[src/bdar_pkg.sv]
`default_nettype none

package bdar_pkg;

    localparam int DIGIT_W   = 4;
    localparam int PAIR_W    = 2 * DIGIT_W;
    localparam int POS_W     = 9;
    localparam int ADDR_W    = POS_W + 1;
    localparam int MEM_DEPTH = 2 ** ADDR_W;
    localparam int CNT_W     = 10;

    localparam logic [CNT_W-1:0]   TOP_COUNT   = CNT_W'(2 ** POS_W + 1);
    localparam logic [DIGIT_W-1:0] MAX_DIGIT   = DIGIT_W'(9);
    localparam logic [DIGIT_W-1:0] ROUND_LIMIT = DIGIT_W'(4);
    localparam logic [DIGIT_W:0]   RADIX       = (DIGIT_W + 1)'(10);

    localparam logic PART_INT  = 1'b0;
    localparam logic PART_FRAC = 1'b1;

    typedef enum logic [1:0] {
        CMD_CLEAR = 2'd0,
        CMD_LOAD  = 2'd1,
        CMD_ADD   = 2'd2,
        CMD_READ  = 2'd3
    } t_cmd;

    typedef enum logic [3:0] {
        DP_NOP,
        DP_CLR_INIT,
        DP_CLR_STEP,
        DP_LOAD,
        DP_READ_SUM,
        DP_OUT_READ,
        DP_OUT_ADD,
        DP_ADD_INIT,
        DP_ADD_RD,
        DP_ADD_WR,
        DP_CHK_RD,
        DP_CHK_EVAL,
        DP_ZERO_STEP,
        DP_RIP_INIT,
        DP_RIP_RD,
        DP_RIP_WR
    } t_dp_op;

    typedef struct packed {
        logic int_end;
        logic frac_end;
        logic carry;
        logic rip_done;
    } t_dp_status;

endpackage

`default_nettype wire

[src/bdar_ctrl.sv]
`default_nettype none

module bdar_ctrl (
    input  wire logic                 i_clk,
    input  wire logic                 i_rst_n,
    input  wire logic                 i_in_valid,
    input  wire logic [1:0]           i_command,
    output logic                      o_in_stall,
    output logic                      o_out_valid,
    input  wire logic                 i_out_stall,
    input  wire bdar_pkg::t_dp_status i_status,
    output bdar_pkg::t_dp_op          o_op
);

    typedef enum logic [3:0] {
        ST_CLEAR,
        ST_IDLE,
        ST_READ,
        ST_ADD_RD,
        ST_ADD_WR,
        ST_CHK_RD,
        ST_CHK_EVAL,
        ST_ZERO,
        ST_RIP_INIT,
        ST_RIP_RD,
        ST_RIP_WR,
        ST_RESULT
    } t_state;

    t_state r_state, n_state;
    logic   r_out_valid, n_out_valid;
    logic   can_load;
    logic   load_out;

    assign can_load = !r_out_valid || !i_out_stall;

    always_comb begin
        n_state  = r_state;
        o_op     = bdar_pkg::DP_NOP;
        load_out = 1'b0;
        unique case (r_state)
            ST_CLEAR: begin
                o_op = bdar_pkg::DP_CLR_STEP;
                if (i_status.frac_end) begin
                    n_state = ST_IDLE;
                end
            end
            ST_IDLE: begin
                if (i_in_valid) begin
                    unique case (i_command)
                        bdar_pkg::CMD_CLEAR: begin
                            o_op    = bdar_pkg::DP_CLR_INIT;
                            n_state = ST_CLEAR;
                        end
                        bdar_pkg::CMD_LOAD: begin
                            o_op = bdar_pkg::DP_LOAD;
                        end
                        bdar_pkg::CMD_ADD: begin
                            o_op    = bdar_pkg::DP_ADD_INIT;
                            n_state = ST_ADD_RD;
                        end
                        bdar_pkg::CMD_READ: begin
                            o_op    = bdar_pkg::DP_READ_SUM;
                            n_state = ST_READ;
                        end
                    endcase
                end
            end
            ST_READ: begin
                if (can_load) begin
                    o_op     = bdar_pkg::DP_OUT_READ;
                    load_out = 1'b1;
                    n_state  = ST_IDLE;
                end
            end
            ST_ADD_RD: begin
                o_op    = bdar_pkg::DP_ADD_RD;
                n_state = ST_ADD_WR;
            end
            ST_ADD_WR: begin
                o_op    = bdar_pkg::DP_ADD_WR;
                n_state = i_status.int_end ? ST_CHK_RD : ST_ADD_RD;
            end
            ST_CHK_RD: begin
                o_op    = bdar_pkg::DP_CHK_RD;
                n_state = ST_CHK_EVAL;
            end
            ST_CHK_EVAL: begin
                o_op    = bdar_pkg::DP_CHK_EVAL;
                n_state = ST_ZERO;
            end
            ST_ZERO: begin
                o_op = bdar_pkg::DP_ZERO_STEP;
                if (i_status.frac_end) begin
                    n_state = ST_RIP_INIT;
                end
            end
            ST_RIP_INIT: begin
                o_op    = bdar_pkg::DP_RIP_INIT;
                n_state = i_status.carry ? ST_RIP_RD : ST_RESULT;
            end
            ST_RIP_RD: begin
                o_op    = bdar_pkg::DP_RIP_RD;
                n_state = ST_RIP_WR;
            end
            ST_RIP_WR: begin
                o_op    = bdar_pkg::DP_RIP_WR;
                n_state = i_status.rip_done ? ST_RESULT : ST_RIP_RD;
            end
            ST_RESULT: begin
                if (can_load) begin
                    o_op     = bdar_pkg::DP_OUT_ADD;
                    load_out = 1'b1;
                    n_state  = ST_IDLE;
                end
            end
            default: begin
                n_state = ST_IDLE;
            end
        endcase
    end

    assign n_out_valid = load_out || (r_out_valid && i_out_stall);

    always_ff @(posedge i_clk) begin
        if (!i_rst_n) begin
            r_state     <= ST_CLEAR;
            r_out_valid <= 1'b0;
        end else begin
            r_state     <= n_state;
            r_out_valid <= n_out_valid;
        end
    end

    assign o_in_stall  = (r_state != ST_IDLE);
    assign o_out_valid = r_out_valid;

`ifndef SYNTH
    a_out_source: assert property (@(posedge i_clk) disable iff (!i_rst_n)
        $rose(r_out_valid) |-> ($past(r_state) == ST_READ || $past(r_state) == ST_RESULT))
        else $error("result word raised outside a result state");

    a_add_start: assert property (@(posedge i_clk) disable iff (!i_rst_n)
        (i_in_valid && !o_in_stall && i_command == bdar_pkg::CMD_ADD) |=> (r_state == ST_ADD_RD))
        else $error("add command did not start the digit walk");

    a_ripple_end: assert property (@(posedge i_clk) disable iff (!i_rst_n)
        (r_state == ST_RIP_WR && i_status.rip_done) |=> (r_state == ST_RESULT))
        else $error("rounding carry walk did not end in the result state");
`endif

endmodule

`default_nettype wire

[config.mk]
export PLATFORM = sky130hd
export DESIGN_NAME = bdar_ctrl
export DESIGN_NICKNAME = d
export VERILOG_FILES = /design/src/bdar_pkg.sv /design/src/bdar_ctrl.sv
export SDC_FILE = /design/constraint.sdc
export NUM_CORES = 1
export LEC_CHECK = 0
export BUFFER_PORTS_ARGS = -buffer_cell sky130_fd_sc_hd__buf_2
export CORE_AREA = 3 3 40 42
export CTS_CLUSTER_DIAMETER = 40
export DETAILED_ROUTE_END_ITERATION = 16
export DIE_AREA = 0 0 43 45
export GPL_TIMING_DRIVEN = 0
export MAX_ROUTING_LAYER = met4
export PLACE_DENSITY = 0.75
export SLEW_MARGIN = 25
export SYNTH_ARGS = -nofsm -noshare
export SYNTH_HDL_FRONTEND = slang
export SYNTH_SLANG_ARGS = --single-unit
[constraint.sdc]
create_clock -name i_clk -period 4 [get_ports i_clk]
set_input_delay 0.2 -clock i_clk [delete_from_list [all_inputs] [get_ports i_clk]]
set_output_delay 0.2 -clock i_clk [all_outputs]
set_load 0.005 [all_outputs]
==> metrics, run 1 <==
via count=618; internal power=0.1033 mW; clock skew=0.7213 ps; Syn-to-layout area delta=21.82%; global-route wire length before repair=2.235 mm; Post-DP HPWL=1.033 mm; CTS tree=yes; FMAX=571.1 MHz; total grt overflow=0; antenna fix cells=0; cell count after synthesis=74; Avg WL per Cell=12.13 um; GPL Wtd Cong=0.7882; Worst Path Required=3800 ps; Clk pwr share=40.4%; crit path DAT=1550 ps; path type of the worst setup path=reg -> out; Antenna Violating Nets Remaining=0; Initial Util=42.84%; total track usage=15.11%; crit-path max FO=10; most frequent CP cell=buf_2; CTS Hold Bufs=0; port bufs=15; status=finished clean; Core Area=0.001285 mm2; I/O pin count=16; CTS clk-pin slew, worst paths=40 ps; max cap viols=0; slowest cell on the critical path=nor3_1; slowest stage delay, CP=320 ps; Seq pwr share=37.1%; die area=0.001935 mm2; Slew Viols, Final=0; total CTS buffers=3; Worst Setup EP=o_op[2]; most frequent cells in the layout=19 x buf_2, 6 x nand2_1, 6 x nor2_1; vias in the first global route=546; pre-CTS setup slack=2391 ps; htree depth=1; largest net degree at the start of global routing=11; initial antenna violation count=0; Post-Route WL=1.310 mm; Mapped Area=550.5 um2; Final period util=43.77%; RR Startpoint=r_state[3]$_SDFFE_PN0P_; initial DRC count=13; sw frac=26.36%; crit end category=primary output; fillers=132; min-delay src=i_rst_n; Core Rows=13; DIE HEIGHT=45 um; Via-to-Cell Ratio=5.722; post-synthesis sequential area ratio=18.18%; Horiz. Die Dim=43 um; Max clock buf depth=2; Net Sw Power=0.03697 mW; Peak VDD IR=0.0001351 V; setup slack after layout=2249 ps; Worst Setup SP=r_state[1]$_SDFFE_PN0P_; Syn Nets=89; Comb pwr share=22.5%; Multi-input gate area=404.1 um2; HP Class=in -> reg; crit path cell chain=buf_2, nor3_1, nand3_1, o221ai_1, buf_2; slew at the pin closest to its max-slew limit=386.0 ps; CP Depth=5; setup_tns=0 ps; CTS sink count=5; Worst Reg-to-Reg Cells=5; Final nets=109; Power Total=0.1402 mW; Synth Area per Inst=7.440 um2; post-cts resize count=0; Remaining DRCs=0; commonest non-fill, non-tap cell in the layout=buf_2; reg2reg setup slack=2690 ps; Cell Pwr Density=209.1 mW/mm2; post-CTS setup buffer count=0; RSZ-0062 raised after global routing=false; delay-heaviest family, CP=simple AND/OR/NAND/NOR gates; CTS root buffer=clkbuf_4; minimum clock period=1751 ps; Slew headroom=74.07%; Clock Latency Late Sink=230 ps; FF/Latch Area=100.1 um2; leakage power=0.3312 nW; synth warn=0; R2R Path End=r_state[0]$_SDFFE_PN0P_; DRT Pass-1 Iters=4; Synth cell types=35; Synth Register Bits=5; Final setup viols=0; Buf/Inv on CP=2; final hold viol count=0; CP Launch Type=flop; layout cells sized above 1=27.96%
==> layer usage <==
layer | share of wire, % | GRT usage, %
met4 | 0.61 | 2.410
met2 | 45 | 23.05
met5 | 0 | -
met1 | 45 | 19.57
met3 | 9.1 | 5.578
==> Yosys cell counts <==
master	n	area share (%)
nor2b_1	2	2.3
o221ai_1	1	1.6
o21ai_0	3	2.7
o32ai_1	1	1.6
o311a_1	1	1.8
a2bb2oi_1	1	1.6
nand2_4	1	2.0
ha_1	5	11
o32ai_2	1	3.0
nor4b_1	1	1.6
a22o_1	1	1.6
o21bai_1	1	1.4
buf_2	4	3.6
and2_1	1	1.1
buf_4	1	1.4
nor3_1	4	3.6
nand3_1	3	2.7
xor2_1	1	1.6
xnor2_1	1	1.6
nand2_1	6	4.1
a21oi_1	4	3.6
o31ai_2	1	2.3
o211a_1	1	1.8
inv_1	5	3.4
nor2_1	6	4.1
or3_1	1	1.1
and2b_1	1	1.4
a21boi_1	1	1.4
a211oi_1	1	1.4
a31oi_1	2	2.3
nand4b_1	1	1.6
o22ai_1	1	1.1
o21ai_1	3	2.7
nand3b_1	1	1.4
dfxtp_1	5	18
==> power groups by stage <==
stage | sequential [mW] | combinational (mW) | clock (mW)
after floorplan | 0.0527 | 0.0190 | 0
after global placement | 0.0529 | 0.0304 | 0
after detailed placement | 0.0530 | 0.0313 | 0
after CTS | 0.0520 | 0.0315 | 0.0591
after global routing | 0.0521 | 0.0355 | 0.0623
final | 0.0520 | 0.0315 | 0.0567
==> per-stage QoR <==
| step | cell area (um2) | util, % | cells | hold slack [ps] |
|---|---|---|---|---|
| finish | 670.6 | 52.19 | 108 | 257.2 |
| global route | 670.6 | 52.19 | 108 | 254.7 |
| CTS | 670.6 | 52.19 | 108 | 252.7 |
| detailed placement | 644.4 | 50.15 | 104 | 499.0 |
| global placement | 644.4 | 50.15 | 104 | 490.0 |
| floorplan | 550.5 | - | 74 | 325.5 |
==> final cells by class <==
class / count / area share [%]
clock buffers: 4 / 3.918
well taps: 15 / 2.799
repair buffers: 15 / 11.19
inverters: 5 / 2.799
flip-flops and latches: 5 / 14.93
plain buffers: 5 / 4.104
multi-input cells: 59 / 60.26
==> registers in the layout, summed over array words and instances, names as in the netlist <==
name,flops
o_out_valid,1
r_state,4
==> worst min path at each step <==
stage / to / slack (ps) / cells after the start
2_1_floorplan: r_state[1]$_SDFFE_PN0P_ / 330 / 1
3_3_place_gp: r_state[1]$_SDFFE_PN0P_ / 490 / 2
3_5_place_dp: r_state[3]$_SDFFE_PN0P_ / 500 / 2
4_1_cts: r_state[0]$_SDFFE_PN0P_ / 250 / 2
5_1_grt: r_state[0]$_SDFFE_PN0P_ / 250 / 2
6_report: r_state[0]$_SDFFE_PN0P_ / 260 / 2
==> worst reg2reg max path, stage by stage, from the launching register on <==
cell	delay [ps]
dfxtp_1	420
and2b_1	270
nand2_4	100
o32ai_2	80
nand4b_1	190
o211a_1	140
==> cells by family after synthesis <==
group	Yosys count	share of synthesized area, %
compound gates	24	31.82
xor+xnor	2	3.182
fa+ha+maj	5	11.36
buf+inv	10	8.410
flops	5	18.18
simple gates	28	27.05
(Power assumes the default switching activity.)
==> inputs of run 2 (changes only) <==
--- a/config.mk
+++ b/config.mk
@@ -12,7 +12,7 @@
 export DIE_AREA = 0 0 43 45
 export GPL_TIMING_DRIVEN = 0
 export MAX_ROUTING_LAYER = met4
-export PLACE_DENSITY = 0.75
+export PLACE_DENSITY = 0.78
 export SLEW_MARGIN = 25
 export SYNTH_ARGS = -nofsm -noshare
 export SYNTH_HDL_FRONTEND = slang
==> constraint.sdc (replaced) <==
create_clock -name i_clk -period 1.55 [get_ports i_clk]
set_input_delay 0.0775 -clock i_clk [delete_from_list [all_inputs] [get_ports i_clk]]
set_output_delay 0.0775 -clock i_clk [all_outputs]
set_load 0.005 [all_outputs]
==> metrics, run 2 (synthesis results as in run 1) <==
status=finished clean; initial DRC count=30; HP Class=in -> reg; pre-CTS setup slack=25.29 ps; antenna fix cells=0; Clock Latency Late Sink=240 ps; final instance area=690.7 um2; Multi-input gate area=419.2 um2; Slew headroom=81.17%; port bufs=15; minimum clock period=1479 ps; max cap viols=0; Cell Pwr Density=526.8 mW/mm2; Final period util=95.40%; initial antenna violation count=0; Horiz. Die Dim=43 um; crit path DAT=1400 ps; Biggest register=r_state; Final nets=109; hold slack=135.8 ps; commonest non-fill, non-tap cell in the layout=buf_2; Post-DP Area=644.4 um2; fillers=134; CTS root buffer=clkbuf_4; Syn-to-layout area delta=25.45%; DIE HEIGHT=45 um; setup slack after layout=71.25 ps; FMAX=676.2 MHz; Remaining DRCs=0; number of flip-flops in the largest register=4; DRT Pass-1 Iters=4; Max clock buf depth=2; die area=0.001935 mm2; global-route wire length before repair=2.297 mm; htree depth=1; leakage power=0.3386 nW; Peak VDD IR=0.0002933 V; crit end category=primary output; Post-DP HPWL=1.072 mm; Avg WL per Cell=13.54 um; CTS clk-pin slew, worst paths=40 ps; most frequent cells in the layout=18 x buf_2, 6 x nand2_1, 6 x nor2_1; layout cells sized above 1=32.26%; Via-to-Cell Ratio=5.769; total grt overflow=0; CTS tree=yes; Slew Viols, Final=0; Worst Path Required=1470 ps; crit-path max FO=10; largest net degree at the start of global routing=11; via count=623; clock skew=3.586 ps; setup_tns=0 ps; Post-Route WL=1.462 mm; I/O pin count=16; DP Cell Count=104; total track usage=15.85%; final hold viol count=0; Core Rows=13; FF/Latch Area=102.6 um2; path type of the worst setup path=reg -> out; GPL Wtd Cong=0.8129; CP Launch Type=flop; Core Area=0.001285 mm2; slew at the pin closest to its max-slew limit=282.4 ps; Finished Layout Cells=108; Antenna Violating Nets Remaining=0; Initial Util=42.84%; vias in the first global route=557; total CTS buffers=3; CTS sink count=5; Final setup viols=0
==> run 2: cell counts in the layout (fill, tap and decap cells not counted) <==
Identical to the previous run, type by type.
==> run 2: path summary, 6_finish.rpt <==
kind / slack, ps / cells after the start / endpoint / startpoint
hold / removal: 140 / 2 / r_state[0]$_SDFFE_PN0P_ / i_rst_n
setup / recovery: 70 / 5 / o_op[1] / r_state[1]$_SDFFE_PN0P_
hold reg to reg: 600 / 2 / o_out_valid$_SDFF_PN0_ / o_out_valid$_SDFF_PN0_
setup reg to reg: 220 / 5 / r_state[1]$_SDFFE_PN0P_ / r_state[1]$_SDFFE_PN0P_
==> run 2: what timing repair did <==
item	CTS	global route
buffers inserted	0	0
hold buffers	0	0
endpoints found under the setup margin	2	3
resized for setup	2	4
==> run 2: layout make-up <==
cell class	instances	area share (%)
well taps	15	2.717
inverters	5	2.717
multi-input cells	59	60.69
flip-flops and latches	5	14.86
plain buffers	5	4.348
clock buffers	4	3.804
repair buffers	15	10.87
==> run 2: power by group <==
part	switching [mW]	internal, mW	leakage (nW)
Combinational	0.0452	0.0379	0.282
Sequential	0.00269	0.132	0.0416
Clock	0.0492	0.0970	0.0150
Total	0.0971	0.267	0.339
==> run 2: critical path, stage by stage (launching register included) <==
cell	delay [ps]
dfxtp_1	310
buf_2	200
a211oi_1	280
a31oi_1	80
o32ai_1	140
buf_2	160
==> run 2: through the flow <==
stage	utilization (%)	power, mW
detailed placement	50.15	0.2185
finish	53.75	0.3639
floorplan	-	0.1850
CTS	52.78	0.3675
global placement	50.15	0.2147
global route	53.75	0.3856
==> run 2: routing by layer <==
metal	share of wire (%)	GRT usage [%]
met1	44	18.51
met4	1.7	5.422
met5	0	-
met2	49	26.95
met3	5.5	3.586
==> inputs of run 3 (changes only) <==
==> constraint.sdc (replaced) <==
create_clock -name i_clk -period 1.55 [get_ports i_clk]
set_input_delay 0.31 -clock i_clk [delete_from_list [all_inputs] [get_ports i_clk]]
set_output_delay 0.31 -clock i_clk [all_outputs]
set_load 0.005 [all_outputs]
==> metrics, run 3 (synthesis results as in run 1) <==
status=finished with violations; failing checks=negative setup slack; CTS root buffer=clkbuf_4; slew at the pin closest to its max-slew limit=286.5 ps; fillers=98; Core Rows=13; crit-path max FO=6; Slew headroom=80.90%; Syn-to-layout area delta=60.23%; min-delay src=i_rst_n; CTS Hold Bufs=0; number of flip-flops in the largest register=4; final instance area=882.1 um2; RSZ-0062 raised after global routing=true; Horiz. Die Dim=43 um; Clk pwr share=37.8%; setup slack after layout=-57.88 ps; max cap viols=0; final hold viol count=0; minimum clock period=1608 ps; Remaining DRCs=0; CTS tree=yes; total grt overflow=0; Slew Viols, Final=0; Via-to-Cell Ratio=5.675; Post-DP HPWL=1.072 mm; gr busiest metal=met2; Clock Latency Late Sink=240 ps; port bufs=15; Cell Pwr Density=442.3 mW/mm2; CTS clk-pin slew, worst paths=40 ps; Final period util=103.7%; DRT Pass-1 Iters=4; crit end category=primary output; initial antenna violation count=0; I/O pin count=16; reg2reg setup slack=150 ps; RR Startpoint=r_state[3]$_SDFFE_PN0P_; slowest stage delay, CP=330 ps; FMAX=621.9 MHz; slowest cell on the critical path=dfxtp_2; DIE HEIGHT=45 um; pre-CTS setup slack=-207.2 ps; total CTS buffers=3; Post-Route WL=1.707 mm; most frequent cells in the layout=13 x buf_2, 7 x buf_4, 5 x buf_6, 5 x nor2_1; total track usage=18.39%; global routing met2 resource utilization=31.14%; layout cells sized above 1=51.96%; R2R Path End=r_state[1]$_SDFFE_PN0P_; Final nets=118; Peak VDD IR=0.0003322 V; initial DRC count=25; hold worst-path end=r_state[3]$_SDFFE_PN0P_; die area=0.001935 mm2; vias in the first global route=621; sw frac=27.51%; GPL Wtd Cong=0.8129; Initial Util=42.84%; CTS sink count=5; Max clock buf depth=2; routing usage on met1=20.81%; hold depth=2; via count=664; largest net degree at the start of global routing=11; internal power=0.2828 mW; path type of the worst setup path=reg -> out; CP Launch Type=flop; Core Area=0.001285 mm2; clock skew=1.518 ps; htree depth=1; Worst Path Required=1240 ps; Seq pwr share=34.3%; M3 GR Usage=4.382%; Post-DP Area=644.4 um2; crit path DAT=1300 ps; antenna fix cells=0; Final setup viols=3; global-route wire length before repair=2.642 mm; Biggest register=r_state; Worst Reg-to-Reg Cells=5; Comb pwr share=27.9%; crit path cell chain=buf_6, nor3_4, nand3_2, o221ai_1, buf_2; Antenna Violating Nets Remaining=0; Avg WL per Cell=14.59 um; leakage power=0.4166 nW; HP Class=in -> reg; Net Sw Power=0.1073 mW; commonest non-fill, non-tap cell in the layout=buf_2
-- run 3: stage by stage --
step           cells  hold WS, ps  setup TNS (ps)  util (%)  power (mW)
2_1_floorplan     74        435.5               0         -      0.1850
3_3_place_gp     104        558.6          -363.7     50.15      0.2147
3_5_place_dp     104        576.3          -452.0     50.15      0.2185
4_1_cts          113        355.0          -156.1     61.44      0.3834
5_1_grt          117        371.9          -391.5     68.65      0.4132
6_report         117        364.7          -150.6     68.65      0.3901
-- run 3: final cells by class --
| type | instances | area (um2) | area share (%) |
|---|---|---|---|
| clock buffers | 4 | 26.28 | 2.979 |
| repair buffers | 24 | 173.9 | 19.72 |
| multi-input cells | 59 | 478.0 | 54.18 |
| well taps | 15 | 18.77 | 2.128 |
| plain buffers | 5 | 52.55 | 5.957 |
| flip-flops and latches | 5 | 108.9 | 12.34 |
| inverters | 5 | 23.77 | 2.695 |
-- run 3: worst max path at each step --
stage,slack [ps],endpoint,startpoint,cells after the start
floorplan,30,r_state[1]$_SDFFE_PN0P_,i_command[0],6
CTS,-60,o_op[2],r_state[1]$_SDFFE_PN0P_,5
finish,-60,o_op[2],r_state[1]$_SDFFE_PN0P_,5
global route,-120,o_op[1],i_command[1],8
global placement,-160,r_state[1]$_SDFFE_PN0P_,i_command[0],7
detailed placement,-210,r_state[1]$_SDFFE_PN0P_,i_command[0],7
-- run 3: power groups by stage --
stage / clock [mW] / sequential (mW) / combinational [mW]
after detailed placement: 0 / 0.137 / 0.0819
after global routing: 0.159 / 0.135 / 0.120
after CTS: 0.150 / 0.134 / 0.0994
final: 0.147 / 0.134 / 0.109
after global placement: 0 / 0.137 / 0.0781
after floorplan: 0 / 0.136 / 0.0491
-- run 3: worst max-delay path, delay by kind of cell (launching register included) --
kind | cells | cell delay [ps]
compound gates | 1 | 170
buf+inv | 2 | 280
flops | 1 | 330
simple gates | 2 | 280
-- run 3: what timing repair did --
item	in CTS	in global routing
pin swaps	8	7
buffers inserted	5	4
resized for setup	24	16
endpoints found under the setup margin	5	6
-- run 3: routing by layer --
metal	part of all wire, %	up-vias
li1	-	323
met1	42	311
met2	51	28
met3	5.6	2
met4	1.3	0
met5	0	-
